===== src/sv/sssd_pkg.sv =====
// Package for the seven-segment stopwatch shift driver.
// Holds the result record type and the digit-to-segment encoding.
// No dependencies.
`default_nettype none

package sssd_pkg;

  typedef struct packed {
    logic serial_data;
    logic shift_pulse;
    logic latch_pulse;
    logic running;
  } res_t;

  localparam logic [6:0] MaxValue = 7'd99;

  function automatic logic [7:0] seg_encode(input logic [3:0] digit);
    logic [7:0] seg;
    case (digit)
      4'd0:    seg = 8'hBB;
      4'd1:    seg = 8'h0A;
      4'd2:    seg = 8'h73;
      4'd3:    seg = 8'h5B;
      4'd4:    seg = 8'hCA;
      4'd5:    seg = 8'hD9;
      4'd6:    seg = 8'hFD;
      4'd7:    seg = 8'h0B;
      4'd8:    seg = 8'hFB;
      4'd9:    seg = 8'hDF;
      default: seg = 8'h00;
    endcase
    return seg;
  endfunction

  // Valid for values up to 99: tens by reciprocal multiply, ones by subtraction.
  function automatic logic [15:0] frame_encode(input logic [6:0] value);
    logic [14:0] prod;
    logic [3:0]  tens;
    logic [6:0]  tens_x10;
    logic [3:0]  ones;
    prod     = 15'({8'd0, value} * 15'd205);
    tens     = prod[14:11];
    tens_x10 = 7'({3'd0, tens} * 7'd10);
    ones     = 4'(value - tens_x10);
    return {seg_encode(tens), seg_encode(ones)};
  endfunction

endpackage

`default_nettype wire


===== src/sv/seven_segment_stopwatch_shift_driver_core.sv =====
// Seven-segment stopwatch shift driver, top level.
// A request's result is registered in the output register, or in the skid entry while the output is held.
// Throughput: one request per cycle while the skid entry is free; a two-entry output stage
// keeps accepting while one result waits to be taken.
// Reset: asynchronous active low; period returns to 1000, all state to idle.
// Depends on sssd_pkg.
`default_nettype none

module seven_segment_stopwatch_shift_driver_core (
  input  wire logic        clk_i,
  input  wire logic        rst_ni,
  input  wire logic        cfg_we_i,
  input  wire logic [15:0] cfg_wdata_i,
  input  wire logic        in_valid_i,
  output logic             in_ready_o,
  input  wire logic        cmd_i,
  input  wire logic [6:0]  entry_value_i,
  output logic             out_valid_o,
  input  wire logic        out_ready_i,
  output logic             serial_data_o,
  output logic             shift_pulse_o,
  output logic             latch_pulse_o,
  output logic             running_o
);
  import sssd_pkg::*;

  localparam logic [1:0] PhaseWait  = 2'd0;
  localparam logic [1:0] PhaseShift = 2'd1;
  localparam logic [1:0] PhaseLatch = 2'd2;

  logic [15:0] period_q;
  logic [15:0] tick_q, tick_d;
  logic [6:0]  second_q, second_d;
  logic        started_q, started_d;
  logic        ovr_pend_q, ovr_pend_d;
  logic [6:0]  ovr_held_q, ovr_held_d;
  logic [15:0] frame_q, frame_d;
  logic [3:0]  bitpos_q, bitpos_d;
  logic [1:0]  phase_q, phase_d;

  logic        out_valid_q, skid_valid_q;
  res_t        out_q, skid_q, res_d;
  logic        accept, out_take;

  assign in_ready_o = !skid_valid_q;
  assign accept     = in_valid_i && in_ready_o;
  assign out_take   = out_valid_q && out_ready_i;

  always_comb begin
    logic [16:0] tick_next;
    logic [6:0]  shown;
    tick_d     = tick_q;
    second_d   = second_q;
    started_d  = started_q;
    ovr_pend_d = ovr_pend_q;
    ovr_held_d = ovr_held_q;
    frame_d    = frame_q;
    bitpos_d   = bitpos_q;
    phase_d    = phase_q;
    res_d      = '0;
    tick_next  = {1'b0, tick_q} + 17'd1;
    shown      = ovr_pend_q ? ovr_held_q : second_q;
    if (cmd_i) begin
      if (entry_value_i <= MaxValue) begin
        if (!started_q) begin
          second_d  = entry_value_i;
          started_d = 1'b1;
          tick_d    = period_q - 16'd1;
        end else begin
          ovr_held_d = entry_value_i;
          ovr_pend_d = 1'b1;
        end
      end
    end else begin
      if (tick_next >= {1'b0, period_q}) begin
        tick_d = '0;
        if (started_q) begin
          ovr_pend_d = 1'b0;
          second_d   = (second_q == MaxValue) ? 7'd0 : second_q + 7'd1;
          frame_d    = frame_encode(shown);
          bitpos_d   = 4'd15;
          phase_d    = PhaseShift;
        end
      end else begin
        tick_d = tick_next[15:0];
      end
      case (phase_d)
        PhaseShift: begin
          res_d.serial_data = frame_d[bitpos_d];
          res_d.shift_pulse = 1'b1;
          if (bitpos_d == 4'd0) begin
            phase_d  = PhaseLatch;
            bitpos_d = 4'd15;
          end else begin
            bitpos_d = bitpos_d - 4'd1;
          end
        end
        PhaseLatch: begin
          res_d.latch_pulse = 1'b1;
          phase_d = PhaseWait;
        end
        default: begin
          phase_d = PhaseWait;
        end
      endcase
    end
    res_d.running = started_d;
  end

  always_ff @(posedge clk_i or negedge rst_ni) begin
    if (!rst_ni) begin
      period_q   <= 16'd1000;
      tick_q     <= '0;
      second_q   <= '0;
      started_q  <= 1'b0;
      ovr_pend_q <= 1'b0;
      ovr_held_q <= '0;
      frame_q    <= '0;
      bitpos_q   <= 4'd15;
      phase_q    <= PhaseWait;
    end else begin
      if (cfg_we_i) begin
        period_q <= cfg_wdata_i;
      end
      if (accept) begin
        tick_q     <= tick_d;
        second_q   <= second_d;
        started_q  <= started_d;
        ovr_pend_q <= ovr_pend_d;
        ovr_held_q <= ovr_held_d;
        frame_q    <= frame_d;
        bitpos_q   <= bitpos_d;
        phase_q    <= phase_d;
      end
    end
  end

  always_ff @(posedge clk_i or negedge rst_ni) begin
    if (!rst_ni) begin
      out_valid_q  <= 1'b0;
      skid_valid_q <= 1'b0;
    end else begin
      if (out_take || !out_valid_q) begin
        if (skid_valid_q) begin
          out_valid_q  <= 1'b1;
          skid_valid_q <= 1'b0;
        end else begin
          out_valid_q <= accept;
        end
      end else if (accept) begin
        skid_valid_q <= 1'b1;
      end
    end
  end

  always_ff @(posedge clk_i) begin
    if (out_take || !out_valid_q) begin
      if (skid_valid_q) begin
        out_q <= skid_q;
      end else if (accept) begin
        out_q <= res_d;
      end
    end else if (accept) begin
      skid_q <= res_d;
    end
  end

  assign out_valid_o   = out_valid_q;
  assign serial_data_o = out_q.serial_data;
  assign shift_pulse_o = out_q.shift_pulse;
  assign latch_pulse_o = out_q.latch_pulse;
  assign running_o     = out_q.running;

  a_skid_needs_out : assert property (@(posedge clk_i) disable iff (!rst_ni)
    skid_valid_q |-> out_valid_q)
    else $error("skid entry held while output register is empty");

  a_started_sticks : assert property (@(posedge clk_i) disable iff (!rst_ni)
    started_q |=> started_q)
    else $error("running flag dropped");

  a_bitpos_idle : assert property (@(posedge clk_i) disable iff (!rst_ni)
    (bitpos_q != 4'd15) |-> (phase_q == PhaseShift))
    else $error("bit position moved outside the shift phase");

  a_pulse_excl : assert property (@(posedge clk_i) disable iff (!rst_ni)
    out_valid_q |-> !(out_q.shift_pulse && out_q.latch_pulse))
    else $error("shift and latch pulses issued together");

endmodule

`default_nettype wire

===== config.mk =====
export PLATFORM = sky130hd
export DESIGN_NAME = seven_segment_stopwatch_shift_driver_core
export DESIGN_NICKNAME = d
export VERILOG_FILES = /design/src/sv/sssd_pkg.sv /design/src/sv/seven_segment_stopwatch_shift_driver_core.sv
export SDC_FILE = /design/constraint.sdc
export NUM_CORES = 1
export LEC_CHECK = 0
export BUFFER_PORTS_ARGS = -buffer_cell sky130_fd_sc_hd__buf_2
export CAP_MARGIN = 20
export CORE_MARGIN = 8
export CORE_UTILIZATION = 67
export DETAILED_ROUTE_END_ITERATION = 8
export PLACE_DENSITY = 0.89
export RECOVER_POWER = 50
export SYNTH_ARGS = -nofsm -noshare
export SYNTH_HDL_FRONTEND = slang
export SYNTH_SLANG_ARGS = --single-unit

===== constraint.sdc =====
create_clock -name clk_i -period 8.2 [get_ports clk_i]
set_input_delay 0.82 -clock clk_i [delete_from_list [all_inputs] [get_ports clk_i]]
set_output_delay 0.82 -clock clk_i [all_outputs]
set_load 0.005 [all_outputs]

# Word level (Yosys, flattened, before mapping)
# Memory sizes are Yosys's and may differ from the RTL's.
# Index checks and enable logic that the tools add are counted.
# totals
regBits,80
romBits,256
out_inout_bits,6
word_cells,96
memories,2
# mem_list
memory,words,word_bits,rd,rd_ports_with_merged_regs,write_ports,line_no,text
(name not given),16,8,1,0,0,sssd_pkg.sv:19,case (digit)
(name not given),16,8,1,0,0,sssd_pkg.sv:19,
# classes
n_addsub,5
mul,2
magnitude_cmp,3
n_eq_ne,5
mux,41
bitwise,2
n_reduce_logical,17
# ops
operator,count
2-to-1 mux 16 bit,7
2-to-1 mux 7 bit,7
2-to-1 mux 4 bit,7
adder 16 x 1 -> 17 bit (second input constant),1
greater-or-equal comparator 17 x 16 -> 1 bit,1
subtractor 16 x 1 -> 16 bit (second input constant),1
multiplier 7 x 8 -> 15 bit (second input constant),1
2-to-1 mux 1 bit,12
2-to-1 mux 2 bit,6
AND reduction 4 bit,2
nonzero test 2 bit,4
adder 7 x 1 -> 7 bit (second input constant),1
== test 7 bit (second input constant),1
less-or-equal comparator 7 bit (second input constant),1
AND reduction 2 bit,3
< comparator 4 x 5 -> 1 bit (second input constant),1
AND reduction 5 bit,1
binary-select mux 1 bit (select 4 bit),1
logical NOT 4 bit,1
multiplier 4 x 3 -> 3 bit (second input constant),1
subtractor 4 x 1 -> 4 bit (second input constant),1
subtractor 4 bit,1
2-to-1 mux 3 bit,1
AND reduction 3 bit,1
8 further kinds,11

# Logic depth before layout (Yosys ltp)
# An unclocked memory read counts as a cell.
# depth
word_depth,14
depth_mapped,25
ltp_nobuf,24

# Worst setup path after synthesis
# Ideal clock, no wire load.
# synth_path
path_type,reg2reg
from,register ovr_pend_q
to,register frame_q[2]
setup_ps,125
arrival_ps,5378
slack_ps,2697
path_stages_with_launch,25
n_path_buf,1
path_cell_list,dfrtp_1 > buf_6 > mux2_2 > ha_1 > ha_1 > fa_1 > inv_1 > fa_1 > inv_1 > ha_1 > a31oi_1 > o31ai_4 > a211oi_1 > xor2_1 > inv_1 > ha_1 > inv_1 > ha_1 > a31oi_1 > o21ai_0 > nor3_1 > xnor3_2 > nand2_2 > o22ai_1 > mux2_2
# synth_between
elab_chain_cells,8
# synth_lines
element,line_no,text
from (decl),seven_segment_stopwatch_shift_driver_core.sv:35,"logic ovr_pend_q, ovr_pend_d;"
from (signal assigned),seven_segment_stopwatch_shift_driver_core.sv:129,ovr_pend_q <= ovr_pend_d;
2-to-1 mux 7 bit (*),seven_segment_stopwatch_shift_driver_core.sv:62,shown = ovr_pend_q ? ovr_held_q : second_q;
multiplier 7 x 8 -> 15 bit,sssd_pkg.sv:41,"prod = 15'({8'd0, value} * 15'd205);"
multiplier 4 x 3 -> 3 bit,sssd_pkg.sv:43,"tens_x10 = 7'({3'd0, tens} * 7'd10);"
subtractor 4 bit (*),sssd_pkg.sv:44,ones = 4'(value - tens_x10);
memory read (16 x 8 bit) (*),-,
2-to-1 mux 16 bit (*),seven_segment_stopwatch_shift_driver_core.sv:77,if (started_q) begin
2-to-1 mux 16 bit (*),seven_segment_stopwatch_shift_driver_core.sv:75,"if (tick_next >= {1'b0, period_q}) begin"
2-to-1 mux 16 bit (*),seven_segment_stopwatch_shift_driver_core.sv:63,if (cmd_i) begin
to (signal assigned),seven_segment_stopwatch_shift_driver_core.sv:131,frame_q <= frame_d;
to (decl),seven_segment_stopwatch_shift_driver_core.sv:37,"logic [15:0] frame_q, frame_d;"
# Every way passes the cells marked *; elsewhere a longest branch is shown, timed or not. The select of a mux whose other input is x is not followed.
# A chain may end at the register's enable or synchronous reset.

# Final worst setup path
# Ends and elaborated chain as after synthesis.

==> out/metrics.yaml <==
insertedDiodeCount: 0
postRouteAntennaNets: 0
detailroute.via_count: 4998
post_route_insts_no_fill: 785
crit_path_top_delay_cell: "sky130_fd_sc_hd__dfrtp_1"
critical_path.most_common_cell: "sky130_fd_sc_hd__ha_1"
cpPeakStageDelay_ns: 0.66
area_growth_pct: 6.45
antenna_violations_before_repair: 0
critical_path_start_type: "flop"
share_of_post_route_cells_with_drive_strength_above_1_pct: 14.3
mappedNetlistNets: 749
cts_post_setup_buffers_inserted: 0
r2r-start: "ovr_pend_q"
post_cts.resized_instances: 0
synth_seq_cells: 80
globalRouteOverflowTotal: 0
regToRegEndpoint: "frame_q[2]"
timing.final.max_slew_violations: 73
grt_pass1_wl_mm: 23.1
critPathArrivalTime_ns: 6.72
synth_async_sr_flop_share_pct: 90.0
worst_hold_path_type: "reg2reg"
first_global_vias: 5035
worst_setup_hold_path_clk_slew_ns: 0.09
routed_wl_mm: 13.7
cts_tree: "done"
tritoncts.num_buffers: 9
fin_nets: 774
worst-setup-path-type: "reg2reg"
cts.sink_count: 80
design_area_mm2: 0.00646
cp_top_family: "adder cells"
post_synth_num_cell_types: 73
drt_pass1_iterations: 5
crit_path_end_kind: "flop"
status: "finished, violations left"
port_buffers: 34
post-route-drc-count: 0
cp-endpoint: "frame_q[2]"
maxUsedRoutingLayer: "met4"
slack_of_the_worst_reg_to_reg_path_ns: 1.73
max_freq_mhz: 154
ys_warn_count: 0
rows: 34
grt_max_degree: 73
grt_use_total_pct: 21.9
dominantRegCellSynth: "sky130_fd_sc_hd__dfrtp_1"
cp_num_buf_inv: 3
postSynthCellCount: 647
cts_hold_buf: 0
required_time_at_the_endpoint_of_the_critical_path_ns: 8.44
timing.critical_path.depth: 23
period_needed_ns: 6.47
timing.critical_path.from: "ovr_pend_q"
synth_enable_flop_cells: 8
mostFrequentLayoutCell: "sky130_fd_sc_hd__inv_1"
floorplan.die.width_um: 111
met1_length_mm: 5.69
cts_htree_levels: 3
synth.cell_area_mm2: 0.00607
maximum_capacitance_violations: 1
maximum_clock_path_buffer_count: 2
worst_r2r_path_depth: 23
post_drt_wl_per_cell_um: 17.5
finalClockSkew_ns: 0.0114
postSynthAreaPerCell_um2: 9.38
initial_core_util_pct: 69.3
worst_slew_margin_rel_pct: -152
hold_violations: 0
cp_cell_sequence: "mux2i_2 -> inv_1 -> ha_1 -> ha_1 -> fa_1 -> inv_1 -> fa_1 -> inv_1 -> ha_1 -> a31oi_1 -> o31ai_4 -> o21a_1 -> o21a_1 -> nor2_1 -> xnor2_1 -> ha_1 -> a31oi_1 -> o21ai_0 -> nor3_1 -> xnor3_2 -> nand2_2 -> o22ai_1 -> mux2_2"
globalplace.congestion: 0.865
dp_hpwl_mm: 10.4
cts_root_buf: "sky130_fd_sc_hd__clkbuf_8"
post-route-period-util_pct: 79.0
synth_sequential_area_ratio_pct: 33.8
failed_checks: "capacitance limit, slew limit"
die-height_um: 111
clkLatencyLatePin_ns: 0.36
finalSetupViolCount: 0
floorplan.die_area_mm2: 0.0124
route.detailed.vias_per_inst: 6.37
place_area_mm2: 0.00629
mostFrequentLayoutCells: "sky130_fd_sc_hd__inv_1, sky130_fd_sc_hd__ha_1, sky130_fd_sc_hd__dfrtp_1, sky130_fd_sc_hd__nand2_1, sky130_fd_sc_hd__o21ai_0"
floorplan.core_area_mm2: 0.00876
worst_slew_pin_slew_ns: 3.78
detailroute.wirelength.met3_um: 805
worst-path-max-fanout: 10
num_io_pins: 35
final.setup.tns_ns: 0
rsz0062_at_grt: "false"
dp_cells: 769
detailedRoute.firstIterationViolations: 399
wire_length_on_met2_mm: 6.92
==> state kept, by name (all words and copies together), names as in the netlist <==
register / count
ovr_held_q: 7
skid_valid_q: 1
serial_data_o: 1
started_q: 1
skid_q: 4
bitpos_q: 4
tick_q: 16
running_o: 1
period_q: 16
second_q: 7
latch_pulse_o: 1
ovr_pend_q: 1
out_valid_o: 1
shift_pulse_o: 1
phase_q: 2
frame_q: 16
==> cells in the mapped netlist (8+ instances only) <==
cell / count / area, µm²
sky130_fd_sc_hd__mux2i_1: 8 / 80.1
sky130_fd_sc_hd__nor3_1: 12 / 60.1
sky130_fd_sc_hd__a21o_1: 10 / 75.1
sky130_fd_sc_hd__fa_1: 8 / 160
sky130_fd_sc_hd__clkbuf_1: 17 / 63.8
sky130_fd_sc_hd__nor2_1: 39 / 146
sky130_fd_sc_hd__nand3_1: 26 / 130
sky130_fd_sc_hd__ha_1: 65 / 813
sky130_fd_sc_hd__a21oi_1: 25 / 125
sky130_fd_sc_hd__o21ai_0: 44 / 220
sky130_fd_sc_hd__xnor2_1: 23 / 201
sky130_fd_sc_hd__a31oi_1: 8 / 50.1
sky130_fd_sc_hd__dfrtp_1: 62 / 1550
sky130_fd_sc_hd__o22ai_1: 10 / 62.6
sky130_fd_sc_hd__edfxtp_1: 8 / 240
sky130_fd_sc_hd__nand4_1: 11 / 68.8
sky130_fd_sc_hd__inv_1: 66 / 248
sky130_fd_sc_hd__mux2_2: 13 / 146
sky130_fd_sc_hd__dfstp_2: 10 / 263
sky130_fd_sc_hd__nand2_1: 56 / 210
==> worst reg2reg max path, cell delays in order, from the launching register on <==
cell and delay [ns]:
sky130_fd_sc_hd__dfrtp_1 0.66, sky130_fd_sc_hd__mux2i_2 0.42, sky130_fd_sc_hd__inv_1 0.20, sky130_fd_sc_hd__ha_1 0.35, sky130_fd_sc_hd__ha_1 0.22, sky130_fd_sc_hd__fa_1 0.51
sky130_fd_sc_hd__inv_1 0.06, sky130_fd_sc_hd__fa_1 0.50, sky130_fd_sc_hd__inv_1 0.04, sky130_fd_sc_hd__ha_1 0.30, sky130_fd_sc_hd__a31oi_1 0.26, sky130_fd_sc_hd__o31ai_4 0.18
sky130_fd_sc_hd__o21a_1 0.23, sky130_fd_sc_hd__o21a_1 0.20, sky130_fd_sc_hd__nor2_1 0.32, sky130_fd_sc_hd__xnor2_1 0.13, sky130_fd_sc_hd__ha_1 0.21, sky130_fd_sc_hd__a31oi_1 0.14
sky130_fd_sc_hd__o21ai_0 0.12, sky130_fd_sc_hd__nor3_1 0.27, sky130_fd_sc_hd__xnor3_2 0.51, sky130_fd_sc_hd__nand2_2 0.17, sky130_fd_sc_hd__o22ai_1 0.09, sky130_fd_sc_hd__mux2_2 0.27
==> per-layer routing <==
metal / global-route usage, % / vias to the layer above
met5: 0 / -
met4: 8.80 / 0
met3: 4.22 / 38
met2: 37.4 / 199
met1: 26.4 / 2376
li1: - / 2385
==> layout make-up <==
type                    instances  area [µm²]
inverters                      66         248
fillers                       613        2300
well taps                     108         135
multi-input cells             479        3670
repair buffers                 36         179
clock buffers                   9         124
flip-flops and latches         80        2050
clock inverters                 7        55.1
==> kinds of logic after synthesis <==
kind of cell / Yosys count / synth area share [%]
AO/OA/AOI/OAI: 157 / 17.5
XOR/XNOR: 32 / 5.11
adder cells (fa/ha/maj): 73 / 16.0
buffers and inverters: 88 / 5.75
flip-flops: 80 / 33.8
multiplexers: 28 / 6.18
AND/OR/NAND/NOR: 189 / 15.5
==> stage by stage <==
step / utilization, % / hold WS [ns] / setup WS (ns)
2_1_floorplan: - / 0.445 / 2.70
3_3_place_gp: 71.8 / 0.457 / 2.26
3_5_place_dp: 71.8 / 0.477 / 1.85
4_1_cts: 73.8 / 0.496 / 1.84
5_1_grt: 73.7 / 0.500 / 1.46
6_report: 73.7 / 0.493 / 1.73
==> how the worst min path moves through the flow <==
stage,cells after the start,to,slack (ns),start
after floorplan,1,frame_q[13],0.44,frame_q[13]
after global routing,1,frame_q[13],0.50,frame_q[13]
after global placement,1,frame_q[13],0.46,frame_q[13]
final,1,frame_q[13],0.49,frame_q[13]
after detailed placement,1,frame_q[13],0.48,frame_q[13]
after CTS,1,frame_q[13],0.50,frame_q[13]
Power is not shown: default switching activity piles up to over one toggle a cycle in this logic, so the estimate is an artifact.
